**src/rtl/vmt_pkg.sv**
```systemverilog
// Shared types and constants for the 4x4 matrix-vector transform core.
// Used by the cells, the output stage, the top level and the checker.
// No dependencies.
`default_nettype none

package vmt_pkg;

   localparam int PAIR_COUNT = 8;
   localparam int PAIR_W     = 64;
   localparam int CSR_IDX_W  = 8;
   localparam int LANES      = 4;
   localparam int Q_W        = 32;
   localparam int PROD_W     = 2 * Q_W;
   localparam int ACC_W      = PROD_W + 2;
   localparam int FRAC_W     = 16;

   typedef logic signed [Q_W-1:0]    q16_type;
   typedef logic signed [PROD_W-1:0] prod_type;
   typedef logic signed [ACC_W-1:0]  acc_type;
   typedef logic [PAIR_W-1:0]        pair_type;

   localparam pair_type PAIR_RESET [PAIR_COUNT] = '{
      64'h0000_0000_0001_0000, 64'h0000_0000_0000_0000,
      64'h0001_0000_0000_0000, 64'h0000_0000_0000_0000,
      64'h0000_0000_0000_0000, 64'h0000_0000_0001_0000,
      64'h0000_0000_0000_0000, 64'h0001_0000_0000_0000
   };

   // Input beat. First member is the most significant.
   typedef struct packed {
      q16_type in_x;
      q16_type in_y;
      q16_type in_z;
      q16_type in_w;
   } req_payload_type;

   // Result beat.
   typedef struct packed {
      q16_type out_x;
      q16_type out_y;
      q16_type out_z;
      q16_type out_w;
   } rsp_payload_type;

   // What one cell hands to its neighbor: the vector, rotated so that the
   // component for the next column sits in lane 0, and the four partial sums.
   typedef struct packed {
      q16_type [LANES-1:0] vec;
      acc_type [LANES-1:0] acc;
   } chain_type;

endpackage

`default_nettype wire

```
**src/rtl/vmt_sat_stage.sv**
```systemverilog
// Output register of the transform chain: drops the fraction bits of each
// sum, saturates to 32 bits and holds the result beat. Uses vmt_pkg.
`default_nettype none

module vmt_sat_stage (
   input  wire logic                     clock,
   input  wire logic                     reset,
   input  wire logic                     up_valid,
   input  wire vmt_pkg::chain_type       up_data,
   output logic                          up_stall,
   output logic                          rsp_valid,
   output vmt_pkg::rsp_payload_type      rsp_data,
   input  wire logic                     rsp_stall
);
   import vmt_pkg::*;

   logic             valid_ff;
   logic             valid_in;
   rsp_payload_type  data_ff;
   rsp_payload_type  data_in;
   q16_type [LANES-1:0] lane_out;
   logic             load;

   // Floor shift by the fraction width, then clamp to the signed 32-bit range.
   // The shifted value fits when its sign bit and all bits above it agree.
   function automatic q16_type sat_lane(input acc_type sum);
      logic [ACC_W-FRAC_W-Q_W:0] top;
      q16_type                   res;
      top = sum[ACC_W-1:FRAC_W+Q_W-1];
      if ((&top) || !(|top)) begin
         res = sum[FRAC_W+Q_W-1:FRAC_W];
      end else if (sum[ACC_W-1]) begin
         res = {1'b1, {(Q_W-1){1'b0}}};
      end else begin
         res = {1'b0, {(Q_W-1){1'b1}}};
      end
      return res;
   endfunction

   assign load     = !valid_ff || !rsp_stall;
   assign up_stall = !load;

   always_comb begin
      for (int i = 0; i < LANES; i++) begin
         lane_out[i] = sat_lane(up_data.acc[i]);
      end
      data_in.out_x = lane_out[0];
      data_in.out_y = lane_out[1];
      data_in.out_z = lane_out[2];
      data_in.out_w = lane_out[3];
      valid_in      = load ? up_valid : valid_ff;
   end

   always_ff @(posedge clock) begin
      if (reset) begin
         valid_ff <= 1'b0;
      end else begin
         valid_ff <= valid_in;
      end
   end

   always_ff @(posedge clock) begin
      if (load) begin
         data_ff <= data_in;
      end
   end

   assign rsp_valid = valid_ff;
   assign rsp_data  = data_ff;

endmodule

`default_nettype wire

```
**config.mk**
```make
export PLATFORM = sky130hd
export DESIGN_NAME = vmt_sat_stage
export DESIGN_NICKNAME = d
export VERILOG_FILES = /design/src/rtl/vmt_pkg.sv /design/src/rtl/vmt_sat_stage.sv
export SDC_FILE = /design/constraint.sdc
export NUM_CORES = 1
export LEC_CHECK = 0
export BUFFER_PORTS_ARGS = -buffer_cell sky130_fd_sc_hd__buf_2
export CORE_AREA = 2 2 205 207
export DETAILED_ROUTE_END_ITERATION = 10
export DIE_AREA = 0 0 207 209
export PLACE_DENSITY = 0.39
export SLEW_MARGIN = 20
export SYNTH_ARGS = -nofsm -noshare
export SYNTH_HDL_FRONTEND = slang
export SYNTH_SLANG_ARGS = --single-unit
export TNS_END_PERCENT = 50
```
**constraint.sdc**
```tcl
create_clock -name clock -period 9.4 [get_ports clock]
set_input_delay 1.88 -clock clock [delete_from_list [all_inputs] [get_ports clock]]
set_output_delay 1.88 -clock clock [all_outputs]
set_load 0.05 [all_outputs]
```
# Yosys cells after proc, flatten, opt, wreduce, memory -nomap -nowiden
# Index checks and enable logic that the tools add are counted.
dict set report word_totals {
  ff_bits 129
  inputBits 396
  output_inout_bits 130
  wordCells 33
}
dict set report op_classes {
  n_mux 8
  n_reduce_logical 20
}
# operator count
set op_table {}
lappend op_table {{2-to-1 mux 32 bit} 8}
lappend op_table {{AND reduction 19 bit} 4}
lappend op_table {{OR reduction 19 bit} 4}
lappend op_table {{logical NOT 1 bit} 7}
lappend op_table {{logical OR 1 bit} 5}

# Longest topological paths before layout
# Gate-level depths: netlist (run 1).
dict set report logic_depth {
  word_depth 4
  mapped_depth 6
  depth_no_buf 5
}

# Least setup slack after synthesis (run 1)
# Ideal clock, no wire load.
dict set report synth_path {
  kind {input to output}
  from {input port rsp_stall}
  to {output port up_stall}
  arrival_ps 5723
  required_time_ps 7520
  setup_slack_ps 1797
  stages 2
  n_path_buf 0
  path_cell_list {nand2_1 -> inv_1}
}
dict set report synth_via {
  elab_chain_len 3
}
# item line_no
set synth_rtl {}
lappend synth_rtl {{start: declaration} vmt_sat_stage.sv:13} ;# input wire logic rsp_stall
lappend synth_rtl {{logical NOT 1 bit} vmt_sat_stage.sv:40} ;# assign load = !valid_ff || !rsp_stall;
lappend synth_rtl {{logical OR 1 bit} vmt_sat_stage.sv:40}
lappend synth_rtl {{logical NOT 1 bit} vmt_sat_stage.sv:41} ;# assign up_stall = !load;
lappend synth_rtl {{end: declaration} vmt_sat_stage.sv:10} ;# output logic up_stall,
# No other way between the ends.

# Final worst setup path (run 1)
# Ends and elaborated chain as after synthesis.

==> results of run 1 <==
==> cells by family (layout without fill, tap and decap cells) <==
logic type | Yosys count | in the layout
compound gates | 132 | 132
simple gates | 55 | 55
flops | 129 | 129
other cells | 0 | 1
buf+inv | 29 | 371
==> where the power goes <==
group | switching, W | leakage [nW] | internal, W
clock network | 0.000277 | 0.292 | 0.000441
logic | 0.000201 | 2.22 | 0.0000788
registers | 0.00000912 | 1.33 | 0.000677
==> placed cells by master, fill, tap and decap left out <==
cell and instances:
buf_2 333, diode_2 1, a311oi_4 4, nor4_2 4, a31o_2 4, nor4_1 16, edfxtp_1 128, bufinv_16 4
a21o_2 93, clkinv_2 2, nor2_1 10, nand4_1 20, a21o_1 31, and3_1 4, clkinvlp_4 3, buf_4 6
clkinv_4 4, inv_1 1, nand2_4 1, clkbuf_16 17, clkinv_1 1, dfxtp_1 1
==> through the flow <==
stage          utilization [%]  area (um2)
2_1_floorplan                -        5612
3_3_place_gp             18.87        7790
3_5_place_dp             18.87        7790
4_1_cts                  20.36        8407
5_1_grt                  20.37        8409
6_report                 20.37        8409
==> layer usage <==
layer,up-vias,wire length [um]
met1,2092,7013
li1,2043,-
met4,8,483
met2,217,8754
met3,33,1797
met5,-,60
==> final cells by class <==
| cell class | count | area (um2) |
|---|---|---|
| Antenna cell | 1 | 2.502 |
| Tap cell | 539 | 674.4 |
| Clock inverter | 14 | 191.4 |
| Fill cell | 4536 | 32880 |
| Inverter | 1 | 3.754 |
| Timing Repair Buffer | 339 | 1712 |
| Clock buffer | 17 | 425.4 |
| Multi-Input combinational cell | 187 | 1536 |
| Sequential cell | 129 | 3864 |
==> worst paths after layout <==
path              startpoint            end  slack (ps)  depth (start not counted)
setup / recovery   rsp_stall       up_stall        4570                          4
hold / removal     rsp_valid   rsp_data[32]        1130                          1
setup reg to reg   rsp_valid  rsp_data[119]        6870                          3
hold reg to reg    rsp_valid   rsp_data[32]        1130                          1
==> sequential cells by signal (all words and copies together) (netlist names) <==
name and flops:
rsp_data 128, rsp_valid 1
==> results.toml, run 1 <==
[sta]
finalCriticalPeriod_ps = 4827
clock_skew_ps = 8.978
slew_viol_final = 0
finalCritPeriodShare_pct = 51.35
hold_viol = 0
worst_slack_ps = 4573
max_clock_freq_ghz = 0.2072
rsz0062_at_grt = "false"
finalSetupViolCount = 0
holdWs_ps = 1129
finalSetupTns_ps = 0
worst-slew-pin-transition_ps = 801.9
slew_headroom_pct = 46.54

[global_routing]
grt_pass1_wl_mm = 27.08
grt_use_met3_pct = 4.749
globalRoute.busiestLayer = "met2"
track_usage_pct = 8.474
use_met2_pct = 13.59
gr-usage-met1_pct = 8.966
antenna_found_initial = 5
grt_max_degree = 54
overflow = 0
grt_pass1_vias = 4578

[clock_network]
clk_latency_ps = 450
numClockSinks = 129
post_cts_resized = 0
clkTransAtPathRegs_ps = 60
htree_levels = 4
post-cts-setup-buffers = 0
holdBufCountCts = 0
cts_inserted_buffers = 17
clockBufferDepth = 2
cts_tree = "built"
root_buffer = "clkbuf_16"

[setup_path]
crit_path_start_kind = "primary input"
critPathMaxFanout = 53
critPathMostFrequentCell = "buf_2"
crit_buf_inv = 3
crit_path_cell_trace = "buf_2, nand2_4, inv_1, buf_2"
slowest_stage = "nand2_4"
slowest_delay_ps = 560
arrival_ps = 2950
cpLargestDelayFamily = "simple AND/OR/NAND/NOR gates"
crit_required_ps = 7520
critical_path_class = "in2out"
setup.worst_path.end_class = "output port"

[placed_design]
gp_congestion = 0.7428
dp_hpwl_mm = 13.22
placed_cells = 1195
port_buffers = 333
dp_slack_ps = 4510

[routing]
drc = 0
wl_mm = 18.11
ant_nets = 0
drtIter0Drc = 160
routed_via_density = 3.580
vias = 4393
dr.pass1.iters = 5
wire_per_inst_um = 14.76

[die]
die_w_um = 207
coreArea_um2 = 41290
die_area_um2 = 43260
rows = 75
die_height_um = 209
start_util_pct = 13.59
io_pins = 526

[pwr]
p_leak_nw = 3.844
ir_drop_uv = 131.8
finalPower_w = 0.001683
p_per_area_nw_per_um2 = 200.2

[synth]
synth_cells = 345
synth_xor_area_share_pct = 0
post-synth-top-count-cell = "edfxtp_1"
seq_area_frac_synth_pct = 68.85
synth_common_cells = "128 x edfxtp_1, 93 x a21o_2, 31 x a21o_1"
synthTopCellsByArea = "edfxtp_1 68%, a21o_2 15%, a21o_1 4.1%"
muxShareOfSynthArea_pct = 0
synth_top_area_share_pct = 68.49
netlist_area_um2 = 5612
ys.flop_type = "edfxtp_1"
synth_top_area_cell = "edfxtp_1"
synth_cell_types = 18
synthArstFlopShare_pct = 0
synthSimpleGateAreaFrac_pct = 6.087
synthAdderAreaFrac_pct = 0
synth_compound_area_share_pct = 20.25
synth_edf_count = 128
ys_warn_count = 0
syn-num-nets = 741
avgSynthCellArea_um2 = 16.27
synth_top_family_by_area = "compound AO/OA/AOI/OAI gates"
synth-seq-cells = 129

[job]
cap_viol_max_count = 0

[final_layout]
nets = 1071
finalNonFillerCells = 1227
syn2layout_area_growth_pct = 49.86
drive_gt1_share_pct = 69.14

[min_path]
worst_hold_path_type = "reg2reg"

[run_status]
status = "finished, final reports clean"
Power figures use the tool's default switching activity.
==> inputs of run 2 (changes only) <==
- CORE_AREA: 2 2 205 207 -> 2 2 207 209
- DIE_AREA: 0 0 207 209 -> 0 0 209 211
- clock period: 9.4 -> 4.45 ns (I/O delays scaled with it)
==> results.toml, run 2 (synthesis gave the netlist of run 1 again) <==
[run_status]
status = "finished, final reports clean"

[routing]
wire_per_inst_um = 14.70
vias = 4363
ant_nets = 0
drc = 0
routed_via_density = 3.547
wl_mm = 18.08
dr.pass1.iters = 4
drtIter0Drc = 144

[die]
die_w_um = 209
die_height_um = 211
coreArea_um2 = 41760
die_area_um2 = 44100
io_pins = 526
start_util_pct = 13.44
rows = 75

[sta]
finalSetupViolCount = 0
hold_viol = 0
finalCriticalPeriod_ps = 2590
max_clock_freq_ghz = 0.3861
rsz0062_at_grt = "false"
finalCritPeriodShare_pct = 58.20
finalSetupTns_ps = 0
slew_headroom_pct = 51.05
slew_viol_final = 0
worst-slew-pin-transition_ps = 734.3
clock_skew_ps = 6.171

[setup_path]
arrival_ps = 1700
cp-endpoint = "up_stall"
reg2reg_depth = 2
setup.worst_path.end_class = "output port"
crit_path_start_kind = "primary input"
critical_path_class = "in2out"
r2r_end = "rsp_data[41]"
critPathMaxFanout = 36
crit_required_ps = 3560
startpoint = "rsp_stall"
r2r_start = "rsp_valid"
r2r_setup_slack_ps = 2770

[global_routing]
antenna_found_initial = 6
track_usage_pct = 8.212
overflow = 0
grt_pass1_wl_mm = 26.45
grt_pass1_vias = 4473
grt_max_degree = 51

[final_layout]
num-fill-cells = 4557
syn2layout_area_growth_pct = 51.19
mostFrequentLayoutCell = "buf_2"
nets = 1071
final_cell_mix = "333 x buf_2, 128 x edfxtp_1, 93 x a21o_2"
multi_input_area_um2 = 1545
post-route-cell-area_um2 = 8484
regArea_um2 = 3864
drive_gt1_share_pct = 69.33
largest_reg_flops = 128

[pwr]
ir_drop_uv = 236.5
p_per_area_nw_per_um2 = 435.0
p_leak_nw = 3.872

[clock_network]
clk_latency_ps = 440
numClockSinks = 129
post-cts-setup-buffers = 0
clkTransAtPathRegs_ps = 70
clockBufferDepth = 2
htree_levels = 4
cts_tree = "built"
root_buffer = "clkbuf_16"
holdBufCountCts = 0
post_cts_resized = 0
cts_inserted_buffers = 17

[job]
cap_viol_max_count = 0

[placed_design]
port_buffers = 333
placed_area_um2 = 7799
gp_congestion = 0.7297
dp_hpwl_mm = 13.42

[min_path]
worst_hold_path_type = "in2reg"
[run 2: changes by cell type in the layout (fill, tap and decap cells not counted), sizes merged]
| cell | previous run | this run |
|---|---|---|
| bufinv | 4 | 6 |
| diode | 1 | 3 |
| inv | 1 | 5 |
| clkinv | 7 | 3 |
| clkinvlp | 3 | 2 |
[run 2: final cells by class]
cell class	instances	area share [%]
sequential	129	45.54
timing repair buffer	339	20.17
multi-input combinational	187	18.21
tap	539	7.949
clock buffer	17	5.014
clock inverter	15	2.979
antenna	3	0.08848
inverter	1	0.04424
[run 2: routing by layer]
metal | share of wire, % | routed length [um] | GRT usage, %
met1 | 41 | 7382 | 9.251
met2 | 46 | 8354 | 12.54
met3 | 11 | 1902 | 4.609
met4 | 2.3 | 419 | 3.966
met5 | 0.14 | 25 | 0
[run 2: stage by stage]
| step | total power, W | hold WS, ps | worst slack [ps] | instances | util (%) |
|---|---|---|---|---|---|
| after floorplan | 0.001871 | 962.4 | 386.2 | 345 | - |
| after global placement | 0.002074 | 873.9 | 1544 | 1195 | 18.68 |
| after detailed placement | 0.002077 | 892.1 | 1576 | 1195 | 18.68 |
| after CTS | 0.003776 | 647.0 | 1860 | 1227 | 20.30 |
| after global routing | 0.003848 | 658.1 | 1810 | 1229 | 20.31 |
| final | 0.003691 | 692.4 | 1860 | 1230 | 20.32 |
[run 2: power by group]
part	switching, W	internal, W
clock network	0.000593	0.00106
registers	0.0000193	0.00143
logic	0.000426	0.000167
[run 2: how the worst min path moves through the flow]
stage / start / to / slack [ps] / cells after the start
final: up_data[131] / rsp_data[95] / 690 / 1
after global routing: up_data[131] / rsp_data[95] / 660 / 1
after CTS: up_data[131] / rsp_data[95] / 650 / 1
after detailed placement: rsp_valid / rsp_data[15] / 890 / 1
after global placement: rsp_valid / rsp_data[94] / 870 / 1
after floorplan: reset / rsp_valid / 960 / 1
[run 2: worst max-delay path, stage by stage]
cell	delay, ps
buf_2	140
nand2_8	180
inv_1	150
buf_2	270
==> inputs of run 3 (changes only) <==
- CORE_AREA: 2 2 207 209 -> 2 2 204 206
- DIE_AREA: 0 0 209 211 -> 0 0 206 208
- PLACE_DENSITY: 0.39 -> 0.41
- clock period: 4.45 -> 2.2 ns (I/O delays scaled with it)
==> results.toml, run 3 (synthesis gave the netlist of run 1 again) <==
[pwr]
p_comb_share_pct = 16.9
switchingPower_w = 0.002036
finalPower_w = 0.007302
seq_power_share_pct = 40.1
p_per_area_nw_per_um2 = 838.3
p_leak_nw = 3.973
switching_share_pct = 27.89
intPower_w = 0.005266
p_clk_share_pct = 43.0
ir_drop_uv = 484.7

[routing]
wl_mm = 18.52
drtIter0Drc = 200
ant_nets = 0
wire_per_inst_um = 14.95
dr.pass1.iters = 4
routed_via_density = 3.587
vias = 4444
drc = 0

[die]
die_area_um2 = 42850
start_util_pct = 13.84
rows = 74
coreArea_um2 = 40550
io_pins = 526
die_w_um = 206
die_height_um = 208

[clock_network]
numClockSinks = 129
clk_latency_ps = 420
cts_inserted_buffers = 17
clockBufferDepth = 2
clkTransAtPathRegs_ps = 60
post-cts-setup-buffers = 0
post_cts_resized = 0
htree_levels = 4
cts_tree = "built"
holdBufCountCts = 0
root_buffer = "clkbuf_16"

[global_routing]
antenna_found_initial = 5
overflow = 0
track_usage_pct = 8.497
grt_pass1_vias = 4605
grt_pass1_wl_mm = 26.63
grt_max_degree = 47

[final_layout]
mostFrequentLayoutCell = "buf_2"
final_cell_mix = "333 x buf_2, 128 x edfxtp_1, 93 x a21o_2"
drive_gt1_share_pct = 69.89
regArea_um2 = 3864
multi_input_area_um2 = 1545
nets = 1087
largest_reg_flops = 128
num-fill-cells = 4429
syn2layout_area_growth_pct = 55.23

[min_path]
worst_hold_path_type = "in2reg"
min_path_cells = 2

[setup_path]
cp.depth = 3
crit_required_ps = 1760
crit_path_start_kind = "flip-flop"
setup.worst_path.end_class = "output port"
critical_path_class = "reg2out"
critPathMaxFanout = 31
slowest_stage = "dfxtp_1"
crit_buf_inv = 2
reg2reg_depth = 2
arrival_ps = 1460
slowest_delay_ps = 420
crit_path_cell_trace = "nand2_8, clkinvlp_4, buf_2"
cpLargestDelayFamily = "flip-flops"

[sta]
hold_viol = 0
holdWs_ps = 193.4
finalCritPeriodShare_pct = 86.48
rsz0062_at_grt = "false"
slew_headroom_pct = 74.00
clock_skew_ps = 5.669
max_clock_freq_ghz = 0.5256
finalSetupViolCount = 0
finalCriticalPeriod_ps = 1903
worst-slew-pin-transition_ps = 386.8
finalSetupTns_ps = 0
slew_viol_final = 0

[job]
cap_viol_max_count = 0

[placed_design]
port_buffers = 333
dp_hpwl_mm = 14.10
gp_congestion = 0.7554

[run_status]
status = "finished, final reports clean"
-- run 3: changes by cell type in the layout (fill, tap and decap cells not counted) --
cell | previous run | this run
buf_12 | 0 | 12
buf_4 | 6 | 10
clkbuf_1 | 0 | 2
clkinv_2 | 1 | 3
clkinv_4 | 2 | 0
bufinv_16 | 6 | 5
clkinvlp_4 | 2 | 3
inv_1 | 1 | 0
inv_6 | 4 | 3
-- run 3: worst paths after layout --
kind / from / endpoint / slack [ps]
worst max register to register: rsp_valid / rsp_data[24] / 860
worst min-delay path: reset / rsp_valid / 190
worst min register to register: rsp_valid / rsp_data[65] / 800
worst max-delay path: rsp_valid / up_stall / 300
-- run 3: final cells by class --
type	count	area share, %
diodes	3	0.08618
clock buffers	19	4.970
clock inverters	13	2.370
inverters	1	0.08618
multi-input cells	187	17.74
flip-flops and latches	129	44.36
well taps	532	7.641
repair buffers	355	22.75
-- run 3: per-layer routing --
metal	part of all wire, %	GRT usage (%)	vias to the layer above
met5	0.086	0	-
met4	1.6	3.300	2
met3	11	4.214	16
met2	48	14.02	222
met1	39	9.280	2125
li1	-	-	2079
-- run 3: power groups by stage --
| stage | registers, W | clock network (W) | logic (W) |
|---|---|---|---|
| finish | 0.00293 | 0.00314 | 0.00123 |
| global route | 0.00294 | 0.00339 | 0.00130 |
| CTS | 0.00293 | 0.00329 | 0.00125 |
| detailed placement | 0.00298 | 0 | 0.00125 |
| global placement | 0.00298 | 0 | 0.00125 |
| floorplan | 0.00358 | 0 | 0.000199 |
-- run 3: stage by stage --
stage	cells	instance area, um2	setup WS, ps	utilization (%)
6_report	1239	8711	297.5	21.48
2_1_floorplan	345	5632	66.42	-
4_1_cts	1236	8703	217.7	21.46
5_1_grt	1238	8708	184.1	21.47
3_3_place_gp	1204	8064	57.80	19.88
3_5_place_dp	1204	8064	48.00	19.88
